[src/hw/rtl/fsr_pkg.sv]
`timescale 1ns / 1ps

package fsr_pkg;

   localparam int MAX_TAPS_DEF    = 5;
   localparam int SAMPLE_BITS_DEF = 16;

   localparam int COEF_BITS      = 16;
   localparam int COEF_FRAC      = 14;
   localparam int TAP_BITS       = 3;
   localparam int OFFSET_BITS    = 3;
   localparam int CSR_INDEX_BITS = 3;
   localparam int CSR_DATA_BITS  = 16;

   localparam logic [CSR_INDEX_BITS-1:0] REG_TAP_COUNT    = 3'd0;
   localparam logic [CSR_INDEX_BITS-1:0] REG_OFFSET_MODE  = 3'd1;
   localparam logic [CSR_INDEX_BITS-1:0] REG_FIXED_OFFSET = 3'd2;
   localparam logic [CSR_INDEX_BITS-1:0] REG_COEF_BASE    = 3'd3;

   localparam logic [TAP_BITS-1:0] TAP_COUNT_RESET = 3'd5;

   typedef enum logic [1:0] {
      OFS_FIXED  = 2'd0,
      OFS_NONE   = 2'd1,
      OFS_MIDDLE = 2'd2,
      OFS_LAST   = 2'd3
   } offset_mode_type;

   typedef struct packed {
      logic shift;
      logic load;
   } cell_ctl_type;

endpackage

[src/hw/rtl/fsr_channels.sv]
`timescale 1ns / 1ps

interface fsr_req_if
   import fsr_pkg::*;
#(
   parameter int SAMPLE_BITS = SAMPLE_BITS_DEF
);
   logic                          valid;
   logic                          ready;
   logic signed [SAMPLE_BITS-1:0] sample;
   logic                          end_of_frame;

   modport source (output valid, sample, end_of_frame, input ready);
   modport sink   (input valid, sample, end_of_frame, output ready);
endinterface

interface fsr_rsp_if
   import fsr_pkg::*;
#(
   parameter int SAMPLE_BITS = SAMPLE_BITS_DEF
);
   logic                        valid;
   logic                        ready;
   logic signed [SAMPLE_BITS-1:0] filtered;
   logic signed [SAMPLE_BITS:0]   residual_value;

   modport source (output valid, filtered, residual_value, input ready);
   modport sink   (input valid, filtered, residual_value, output ready);
endinterface

interface fsr_csr_if
   import fsr_pkg::*;
();
   logic                      valid;
   logic                      ready;
   logic [CSR_INDEX_BITS-1:0] index;
   logic [CSR_DATA_BITS-1:0]  data;

   modport source (output valid, index, data, input ready);
   modport sink   (input valid, index, data, output ready);
endinterface

[src/hw/rtl/fsr_cell.sv]
`timescale 1ns / 1ps

module fsr_cell
   import fsr_pkg::*;
#(
   parameter int SAMPLE_BITS = SAMPLE_BITS_DEF
) (
   input  logic                                    clock,
   input  cell_ctl_type                            ctl,
   input  logic signed [SAMPLE_BITS-1:0]           sample_in,
   input  logic signed [COEF_BITS-1:0]             coef,
   input  logic                                    tap_used,
   output logic signed [SAMPLE_BITS-1:0]           sample_out,
   output logic signed [SAMPLE_BITS+COEF_BITS-1:0] product_out
);

   logic signed [SAMPLE_BITS-1:0]           sample_ff;
   logic signed [SAMPLE_BITS+COEF_BITS-1:0] product_ff;

   always_ff @(posedge clock) begin
      if (ctl.shift) begin
         sample_ff <= sample_in;
      end
      if (ctl.load) begin
         if (tap_used) begin
            product_ff <= sample_ff * coef;
         end else begin
            product_ff <= '0;
         end
      end
   end

   assign sample_out  = sample_ff;
   assign product_out = product_ff;

endmodule

[src/hw/rtl/fsr_sum.sv]
`timescale 1ns / 1ps

module fsr_sum
   import fsr_pkg::*;
#(
   parameter int MAX_TAPS    = MAX_TAPS_DEF,
   parameter int SAMPLE_BITS = SAMPLE_BITS_DEF
) (
   input  logic                                    clock,
   input  logic                                    reset,
   input  logic                                    in_valid,
   output logic                                    in_ready,
   input  logic signed [SAMPLE_BITS+COEF_BITS-1:0] products [MAX_TAPS],
   input  logic signed [SAMPLE_BITS-1:0]           resid_sample,
   fsr_rsp_if.source                               rsp_ch
);

   localparam int PROD_BITS = SAMPLE_BITS + COEF_BITS;
   localparam int ACC_BITS  = PROD_BITS + 3;
   localparam logic signed [ACC_BITS-1:0] ROUND_HALF = ACC_BITS'(1 << (COEF_FRAC - 1));
   localparam logic signed [ACC_BITS-1:0] F_MAX = ACC_BITS'((1 << (SAMPLE_BITS - 1)) - 1);
   localparam logic signed [ACC_BITS-1:0] F_MIN = ACC_BITS'(-(1 << (SAMPLE_BITS - 1)));

   logic                          c_valid_ff, c_valid_in;
   logic signed [ACC_BITS-1:0]    sum_ff, sum_in;
   logic signed [SAMPLE_BITS-1:0] c_resid_ff;
   logic                          out_valid_ff, out_valid_in;
   logic signed [SAMPLE_BITS-1:0] filtered_ff, filtered_in;
   logic signed [SAMPLE_BITS:0]   residual_ff, residual_in;
   logic signed [ACC_BITS-1:0]    rounded;
   logic                          d_ready, c_ready, c_load, d_load;

   assign d_ready  = !out_valid_ff || rsp_ch.ready;
   assign c_ready  = !c_valid_ff || d_ready;
   assign in_ready = c_ready;
   assign c_load   = in_valid && c_ready;
   assign d_load   = c_valid_ff && d_ready;

   // rounding constant rides along with the tap sum
   always_comb begin
      sum_in = ROUND_HALF;
      for (int k = 0; k < MAX_TAPS; k++) begin
         sum_in = sum_in + ACC_BITS'(products[k]);
      end
   end

   always_comb begin
      rounded = sum_ff >>> COEF_FRAC;
      priority if (rounded > F_MAX) begin
         filtered_in = SAMPLE_BITS'(F_MAX);
      end else if (rounded < F_MIN) begin
         filtered_in = SAMPLE_BITS'(F_MIN);
      end else begin
         filtered_in = SAMPLE_BITS'(rounded);
      end
      residual_in = (SAMPLE_BITS+1)'(c_resid_ff) - (SAMPLE_BITS+1)'(filtered_in);
   end

   always_comb begin
      c_valid_in = c_valid_ff;
      if (c_load) begin
         c_valid_in = 1'b1;
      end else if (d_load) begin
         c_valid_in = 1'b0;
      end
      out_valid_in = out_valid_ff;
      if (d_load) begin
         out_valid_in = 1'b1;
      end else if (rsp_ch.ready) begin
         out_valid_in = 1'b0;
      end
   end

   always_ff @(posedge clock) begin
      if (reset) begin
         c_valid_ff   <= 1'b0;
         out_valid_ff <= 1'b0;
      end else begin
         c_valid_ff   <= c_valid_in;
         out_valid_ff <= out_valid_in;
      end
      if (c_load) begin
         sum_ff     <= sum_in;
         c_resid_ff <= resid_sample;
      end
      if (d_load) begin
         filtered_ff <= filtered_in;
         residual_ff <= residual_in;
      end
   end

   assign rsp_ch.valid          = out_valid_ff;
   assign rsp_ch.filtered       = filtered_ff;
   assign rsp_ch.residual_value = residual_ff;

endmodule

[src/hw/rtl/fir_smoother_with_residual_top.sv]
`timescale 1ns / 1ps
// channel  | dir | handshake    | payload
// req_ch   | in  | valid/ready  | sample, end_of_frame
// rsp_ch   | out | valid/ready  | filtered, residual_value
// csr_ch   | in  | valid/ready  | index, data (ready always high)
//
// one sample per cycle unless rsp_ch back-pressure fills the pipe; a result is registered
// in the cell products, tap sum and round/saturate/residual stages, held while rsp_ch stalls.
// the stages hand off by valid/ready, so input is held back only once every
// stage up to the output register is full.
// synchronous reset clears the control registers, fill count and stage valids;
// the cell sample and product registers and the other data registers are not reset.

module fir_smoother_with_residual_top
   import fsr_pkg::*;
#(
   parameter int MAX_TAPS    = MAX_TAPS_DEF,
   parameter int SAMPLE_BITS = SAMPLE_BITS_DEF
) (
   input  logic      clock,
   input  logic      reset,
   fsr_req_if.sink   req_ch,
   fsr_rsp_if.source rsp_ch,
   fsr_csr_if.sink   csr_ch
);

   localparam int IDX_BITS  = (MAX_TAPS > 1) ? $clog2(MAX_TAPS) : 1;
   localparam int PROD_BITS = SAMPLE_BITS + COEF_BITS;

   logic [TAP_BITS-1:0]           tap_count_ff;
   offset_mode_type               offset_mode_ff;
   logic [OFFSET_BITS-1:0]        fixed_offset_ff;
   logic signed [COEF_BITS-1:0]   coef_ff [MAX_TAPS];

   logic [TAP_BITS-1:0]           fill_ff, fill_in, fill_pre;
   logic                          a_valid_ff, a_valid_in;
   logic                          b_valid_ff, b_valid_in;
   logic signed [SAMPLE_BITS-1:0] b_resid_ff, resid_sel;

   logic [TAP_BITS-1:0]           taps, offset, resid_idx;
   logic                          accept, fire, b_load, b_ready, sum_ready;
   cell_ctl_type                  cell_ctl;

   logic signed [SAMPLE_BITS-1:0] chain   [MAX_TAPS+1];
   logic signed [PROD_BITS-1:0]   product [MAX_TAPS];
   logic signed [COEF_BITS-1:0]   coef_sel [MAX_TAPS];
   logic                          tap_used [MAX_TAPS];

   // register file
   assign csr_ch.ready = 1'b1;

   always_ff @(posedge clock) begin
      if (reset) begin
         tap_count_ff    <= TAP_COUNT_RESET;
         offset_mode_ff  <= OFS_NONE;
         fixed_offset_ff <= '0;
         for (int k = 0; k < MAX_TAPS; k++) begin
            coef_ff[k] <= '0;
         end
      end else if (csr_ch.valid) begin
         priority if (csr_ch.index == REG_TAP_COUNT) begin
            tap_count_ff <= csr_ch.data[TAP_BITS-1:0];
         end else if (csr_ch.index == REG_OFFSET_MODE) begin
            offset_mode_ff <= offset_mode_type'(csr_ch.data[1:0]);
         end else if (csr_ch.index == REG_FIXED_OFFSET) begin
            fixed_offset_ff <= csr_ch.data[OFFSET_BITS-1:0];
         end else begin
            for (int k = 0; k < MAX_TAPS; k++) begin
               if (int'(csr_ch.index) == int'(REG_COEF_BASE) + k) begin
                  coef_ff[k] <= csr_ch.data;
               end
            end
         end
      end
   end

   // effective tap count and residual offset
   always_comb begin
      priority if (tap_count_ff == '0) begin
         taps = TAP_BITS'(1);
      end else if (int'(tap_count_ff) > MAX_TAPS) begin
         taps = TAP_BITS'(MAX_TAPS);
      end else begin
         taps = tap_count_ff;
      end
      unique case (offset_mode_ff)
         OFS_FIXED:  offset = (fixed_offset_ff > taps - 1'b1) ? taps - 1'b1 : fixed_offset_ff;
         OFS_NONE:   offset = '0;
         OFS_MIDDLE: offset = taps >> 1;
         OFS_LAST:   offset = taps - 1'b1;
         default:    offset = '0;
      endcase
      // window slot j sits in cell taps-1-j (cell 0 holds the newest sample)
      resid_idx = taps - 1'b1 - offset;
   end

   always_comb begin
      int j;
      resid_sel = chain[1];
      for (int k = 0; k < MAX_TAPS; k++) begin
         j = int'(taps) - 1 - k;
         tap_used[k] = (j >= 0);
         coef_sel[k] = (j >= 0) ? coef_ff[IDX_BITS'(j)] : '0;
         if (int'(resid_idx) == k) begin
            resid_sel = chain[k+1];
         end
      end
   end

   // fill tracking and stage handshake
   assign b_ready    = !b_valid_ff || sum_ready;
   assign req_ch.ready = !a_valid_ff || b_ready;
   assign accept     = req_ch.valid && req_ch.ready;
   assign b_load     = a_valid_ff && b_ready;
   assign fill_pre   = (fill_ff >= taps) ? taps : fill_ff + 1'b1;
   assign fire       = (fill_pre == taps);
   assign cell_ctl   = '{shift: accept, load: b_load};

   always_comb begin
      fill_in    = fill_ff;
      a_valid_in = a_valid_ff;
      b_valid_in = b_valid_ff;
      if (accept) begin
         fill_in    = req_ch.end_of_frame ? '0 : fill_pre;
         a_valid_in = fire;
      end else if (b_load) begin
         a_valid_in = 1'b0;
      end
      if (b_load) begin
         b_valid_in = 1'b1;
      end else if (sum_ready) begin
         b_valid_in = 1'b0;
      end
   end

   always_ff @(posedge clock) begin
      if (reset) begin
         fill_ff    <= '0;
         a_valid_ff <= 1'b0;
         b_valid_ff <= 1'b0;
      end else begin
         fill_ff    <= fill_in;
         a_valid_ff <= a_valid_in;
         b_valid_ff <= b_valid_in;
      end
      if (b_load) begin
         b_resid_ff <= resid_sel;
      end
   end

   // row of sample cells, newest at cell 0
   assign chain[0] = req_ch.sample;

   for (genvar k = 0; k < MAX_TAPS; k++) begin : g_cell
      fsr_cell #(
         .SAMPLE_BITS(SAMPLE_BITS)
      ) u_cell (
         .clock      (clock),
         .ctl        (cell_ctl),
         .sample_in  (chain[k]),
         .coef       (coef_sel[k]),
         .tap_used   (tap_used[k]),
         .sample_out (chain[k+1]),
         .product_out(product[k])
      );
   end

   fsr_sum #(
      .MAX_TAPS   (MAX_TAPS),
      .SAMPLE_BITS(SAMPLE_BITS)
   ) u_sum (
      .clock       (clock),
      .reset       (reset),
      .in_valid    (b_valid_ff),
      .in_ready    (sum_ready),
      .products    (product),
      .resid_sample(b_resid_ff),
      .rsp_ch      (rsp_ch)
   );

endmodule

[src/flat_wrapper.sv]
// flat-port wrapper written by rule: the top's interface ports become plain ports
module fir_smoother_with_residual_top_flat import fsr_pkg::*;
#(
   parameter int MAX_TAPS    = MAX_TAPS_DEF,
   parameter int SAMPLE_BITS = SAMPLE_BITS_DEF
)
  (clock, reset, req_ch_valid, req_ch_sample, req_ch_end_of_frame, req_ch_ready, rsp_ch_valid, rsp_ch_filtered, rsp_ch_residual_value, rsp_ch_ready, csr_ch_valid, csr_ch_index, csr_ch_data, csr_ch_ready);
  fsr_req_if #(.SAMPLE_BITS(SAMPLE_BITS)) req_ch_i ();
  fsr_rsp_if #(.SAMPLE_BITS(SAMPLE_BITS)) rsp_ch_i ();
  fsr_csr_if csr_ch_i ();
  input  logic clock;
  input  logic reset;
  input wire logic [$bits(req_ch_i.valid)-1:0] req_ch_valid;
  input wire logic [$bits(req_ch_i.sample)-1:0] req_ch_sample;
  input wire logic [$bits(req_ch_i.end_of_frame)-1:0] req_ch_end_of_frame;
  output wire logic [$bits(req_ch_i.ready)-1:0] req_ch_ready;
  output wire logic [$bits(rsp_ch_i.valid)-1:0] rsp_ch_valid;
  output wire logic [$bits(rsp_ch_i.filtered)-1:0] rsp_ch_filtered;
  output wire logic [$bits(rsp_ch_i.residual_value)-1:0] rsp_ch_residual_value;
  input wire logic [$bits(rsp_ch_i.ready)-1:0] rsp_ch_ready;
  input wire logic [$bits(csr_ch_i.valid)-1:0] csr_ch_valid;
  input wire logic [$bits(csr_ch_i.index)-1:0] csr_ch_index;
  input wire logic [$bits(csr_ch_i.data)-1:0] csr_ch_data;
  output wire logic [$bits(csr_ch_i.ready)-1:0] csr_ch_ready;
  assign req_ch_i.valid = req_ch_valid;
  assign req_ch_i.sample = req_ch_sample;
  assign req_ch_i.end_of_frame = req_ch_end_of_frame;
  assign req_ch_ready = req_ch_i.ready;
  assign rsp_ch_valid = rsp_ch_i.valid;
  assign rsp_ch_filtered = rsp_ch_i.filtered;
  assign rsp_ch_residual_value = rsp_ch_i.residual_value;
  assign rsp_ch_i.ready = rsp_ch_ready;
  assign csr_ch_i.valid = csr_ch_valid;
  assign csr_ch_i.index = csr_ch_index;
  assign csr_ch_i.data = csr_ch_data;
  assign csr_ch_ready = csr_ch_i.ready;
  fir_smoother_with_residual_top #(.MAX_TAPS(MAX_TAPS), .SAMPLE_BITS(SAMPLE_BITS)) u_core (.clock(clock), .reset(reset), .req_ch(req_ch_i), .rsp_ch(rsp_ch_i), .csr_ch(csr_ch_i));
endmodule
[config.mk]
export PLATFORM = sky130hd
export DESIGN_NAME = fir_smoother_with_residual_top_flat
export DESIGN_NICKNAME = d
export VERILOG_FILES = /design/src/hw/rtl/fsr_pkg.sv /design/src/hw/rtl/fsr_channels.sv /design/src/hw/rtl/fsr_cell.sv /design/src/hw/rtl/fsr_sum.sv /design/src/hw/rtl/fir_smoother_with_residual_top.sv /design/src/flat_wrapper.sv
export SDC_FILE = /design/constraint.sdc
export NUM_CORES = 2
export LEC_CHECK = 0
export BUFFER_PORTS_ARGS = -buffer_cell sky130_fd_sc_hd__buf_2
export CAP_MARGIN = 20
export CORE_UTILIZATION = 25
export DETAILED_ROUTE_END_ITERATION = 8
export GPL_TIMING_DRIVEN = 0
export SLEW_MARGIN = 20
export SYNTH_ARGS = -nofsm -noshare
export SYNTH_HDL_FRONTEND = slang
export SYNTH_SLANG_ARGS = --single-unit
[constraint.sdc]
create_clock -name clock -period 11.7 [get_ports clock]
set_input_delay 1.17 -clock clock [delete_from_list [all_inputs] [get_ports clock]]
set_output_delay 1.17 -clock clock [all_outputs]
set_load 0.02 [all_outputs]
==> flow_summary_export.csv <==
group,metric,value,unit
yosys,synth.distinct_cells,85,
critical_path,end_kind,"flop",
placement,dp_cells,10955,
grt,grt_pass1_wl,328,mm
grt,grt_usage,0.153,
clock_network,hold_buffers,0,
clock_network,insertion_delay,0.68,ns
timing,grt_setup_unrepaired,"true",
yosys,syn_area_per_cell,9.89,sq um
yosys,synth_seq_area_share,0.177,
timing,fin_ws,0.103,ns
die,dieArea,284000,sq um
yosys,yosys_warnings,0,
yosys,ys.flop_type,"edfxtp_1",
critical_path,crit_family,"adder cells",
placement,gp_congestion,0.938,
clock_network,ctsHtreeMaxLevel,2,
cells_and_area,final_util,0.279,
yosys,syn_area,70600,sq um
yosys,synth_cells,7130,
critical_path,arrival,11.95,ns
grt,met3_usage,0.0293,
cells_and_area,nets,9236,
route,first_pass_iters,6,
critical_path,worst_path_largest_cell_delay,0.81,ns
die,boundaryPins,77,
timing,fin_skew,0.0435,ns
die,die_h,533,um
placement,pre_cts_slack,-0.651,ns
route,wl_per_cell,19.3,um
route,totalWireLength,213,mm
run,maxCapViolCount,0,
grt,antenna_found_initial,34,
yosys,ys_ff_latch,421,
critical_path,cp_common_cell,"fa_1",
grt,grt_pass1_vias,52225,
cells_and_area,syn_to_final_growth,10.9,%
cells_and_area,fin_cells,11069,
yosys,yosys-top-cells-area,"fa_1, edfxtp_1, ha_1",
critical_path,critPathBufInv,8,
clock_network,cts_tree,"built",
critical_path,worstPathRequired,12.06,ns
timing,slew_violations,0,
die,std_cell_rows,194,
grt,grt.busiest_layer,"met2",
clock_network,clock_path_buffers,3,
grt,grt_max_degree,66,
placement,io_buffers,75,
critical_path,critical_path.max_fanout,13,
grt,overflow,0,
timing,max_slew_margin,0.196,
clock_network,clk_transition_reported_paths,0.07,ns
timing,worst-slew-pin-transition,1.20,ns
critical_path,critPathLaunchType,"flop",
grt,met2_usage,0.240,
yosys,synth_area_leader_cell,"fa_1",
yosys,synth_edf_count,406,
die,core-area,280000,sq um
route,ant_nets,0,
grt,use_met1,0.209,
die,start_util,0.252,
placement,dp_hpwl,179,mm
clock_network,cts_root_buf,"clkbuf_16",
route,vias_per_cell,4.52,
cells_and_area,layout-drive-gt1-share,0.0510,
route,drcViolationCount,0,
timing,post-route-period-util,0.991,
timing,holdWs,0.416,ns
route,drt_iter0_markers,4533,
die,die_x,533,um
critical_path,worst-r2r-setup-slack,0.10,ns
route,dr_total_vias,50048,
timing,finalHoldViolCount,0,
yosys,async_flop_share,0,
timing,max_freq,86.2,MHz
timing,finalSetupViolCount,0,
worst_hold_path,min_path_type,"flop to flop",
yosys,synth_top_cell_area_share,0.400,
clock_network,cts_inserted_buffers,52,
clock_network,clock-sinks,421,
timing,period_needed,11.60,ns
outcome,status,"complete, no violations",
critical_path,critical_path_class,"flop to flop",
critical_path,slowest_stage,"mux2i_1",
per-layer routing:
layer | wire (um) | part of all wire
met5 | 162 | 0.00076
met1 | 91800 | 0.43
met3 | 18400 | 0.086
met2 | 94600 | 0.44
met4 | 8450 | 0.040
cell families (layout without fill, tap and decap cells):
family	after synthesis	after routing	share of synthesized area
xor gates and xnor gates	194	194	0.0241
buffers and inverters	1871	2070	0.101
and+or+nand+nor	2007	2007	0.138
muxes	84	84	0.0121
other	1	17	0.0000532
DFF	421	421	0.177
AOI/OAI and AO/OA	645	645	0.0591
adders and majority gates	1907	1907	0.488
final cells by class:
cell class / count / area, sq um
inverters: 1619 / 6090
diodes: 14 / 35.0
clock buffers: 56 / 1320
fillers: 29645 / 202000
well taps: 3724 / 4660
multi-input cells: 4840 / 51200
clock inverters: 41 / 507
plain buffers: 251 / 1060
flip-flops and latches: 421 / 12500
repair buffers: 103 / 855
stage by stage:
step | area [sq um] | TNS [ns]
global route | 78200 | -0.110
finish | 78300 | 0
floorplan | 70600 | 0
detailed placement | 76200 | -4.32
CTS | 78100 | -0.0321
global placement | 75600 | -532.93
worst register-to-register path, delay by kind of cell, from the launching register on:
kind / cells / cell delay (ns)
AOI/OAI and AO/OA: 5 / 1.80
adders and majority gates: 8 / 3.63
buffers and inverters: 8 / 2.60
DFF: 1 / 0.30
muxes: 2 / 1.55
and+or+nand+nor: 6 / 1.39
what timing repair did:
item / in CTS / in global routing
setup endpoints to repair: 22 / 27
setup buffers: 0 / 4
pin swaps: 0 / 0
gates resized for setup: 14 / 29
cell usage after synthesis (7+ instances only):
cell      count
inv_1      1617
fa_1       1411
nand2_1     862
ha_1        496
edfxtp_1    406
and2_1      397
nor2_1      227
a21oi_1     194
clkbuf_1    175
nor2b_1     143
xnor2_1     134
and3_1      126
o21ai_0      89
mux2i_1      79
a21o_1       72
xor2_1       60
nand3_1      59
buf_2        55
nor3_1       47
or2_2        41
nand2b_1     35
o21ai_1      29
o21a_1       24
o211ai_1     23
a211oi_1     22
a22oi_1      21
a21boi_0     20
a31oi_1      20
or2_1        19
a22o_1       17
o221ai_1     17
o21bai_1     16
dfxtp_1      15
o22ai_1      14
buf_1        13
o31ai_1      12
or3_1        10
nor4_1        8
buf_4         7
nor3b_1       7
cell usage in the layout (no fill, tap or decap), drive strengths merged, types with 8 or more instances in the layout:
cell / count
o21ai: 120
ha: 496
nand3: 59
nor2b: 143
a21boi: 22
o21bai: 16
o21a: 24
nor4: 8
nor2: 227
a22oi: 21
fa: 1411
nand2b: 35
buf: 179
a21oi: 199
diode: 14
or2: 60
and2: 398
o221ai: 17
o211ai: 23
a211oi: 22
clkbuf: 231
o22ai: 14
nand2: 863
xor2: 60
nor3: 47
or3: 10
a31oi: 20
edfxtp: 406
inv: 1626
a21o: 72
mux2i: 81
and3: 126
o31ai: 12
a22o: 17
dfxtp: 15
clkinv: 21
xnor2: 134
flip-flops by register name, indices dropped and copies added, names as in the netlist, 3 cells and up:
| name | count |
|---|---|
| u_core.g_cell.u_cell.product_out | 160 |
| u_core.u_sum.sum_ff | 21 |
| u_core.coef_ff | 80 |
| u_core.u_sum.rsp_ch.residual_value | 17 |
| u_core.g_cell.u_cell.sample_out | 80 |
| u_core.b_resid_ff | 16 |
| u_core.u_sum.c_resid_ff | 16 |
| u_core.tap_count_ff | 3 |
| u_core.fixed_offset_ff | 3 |
| u_core.fill_ff | 3 |
| u_core.u_sum.rsp_ch.filtered | 16 |
worst paths after layout:
kind / start / to / cells past startpoint
worst max-delay path: u_core.tap_count_ff[1] / u_core.g_cell[4].u_cell.product_out[30] / 29
worst min-delay path: u_core.b_resid_ff[13] / u_core.u_sum.c_resid_ff[13] / 0
worst max register to register: u_core.tap_count_ff[1] / u_core.g_cell[4].u_cell.product_out[30] / 29
worst min register to register: u_core.b_resid_ff[13] / u_core.u_sum.c_resid_ff[13] / 0
Power is left out: the tool's default activity adds up to more than one toggle a clock period on the data nets, which glitch-free logic cannot reach.
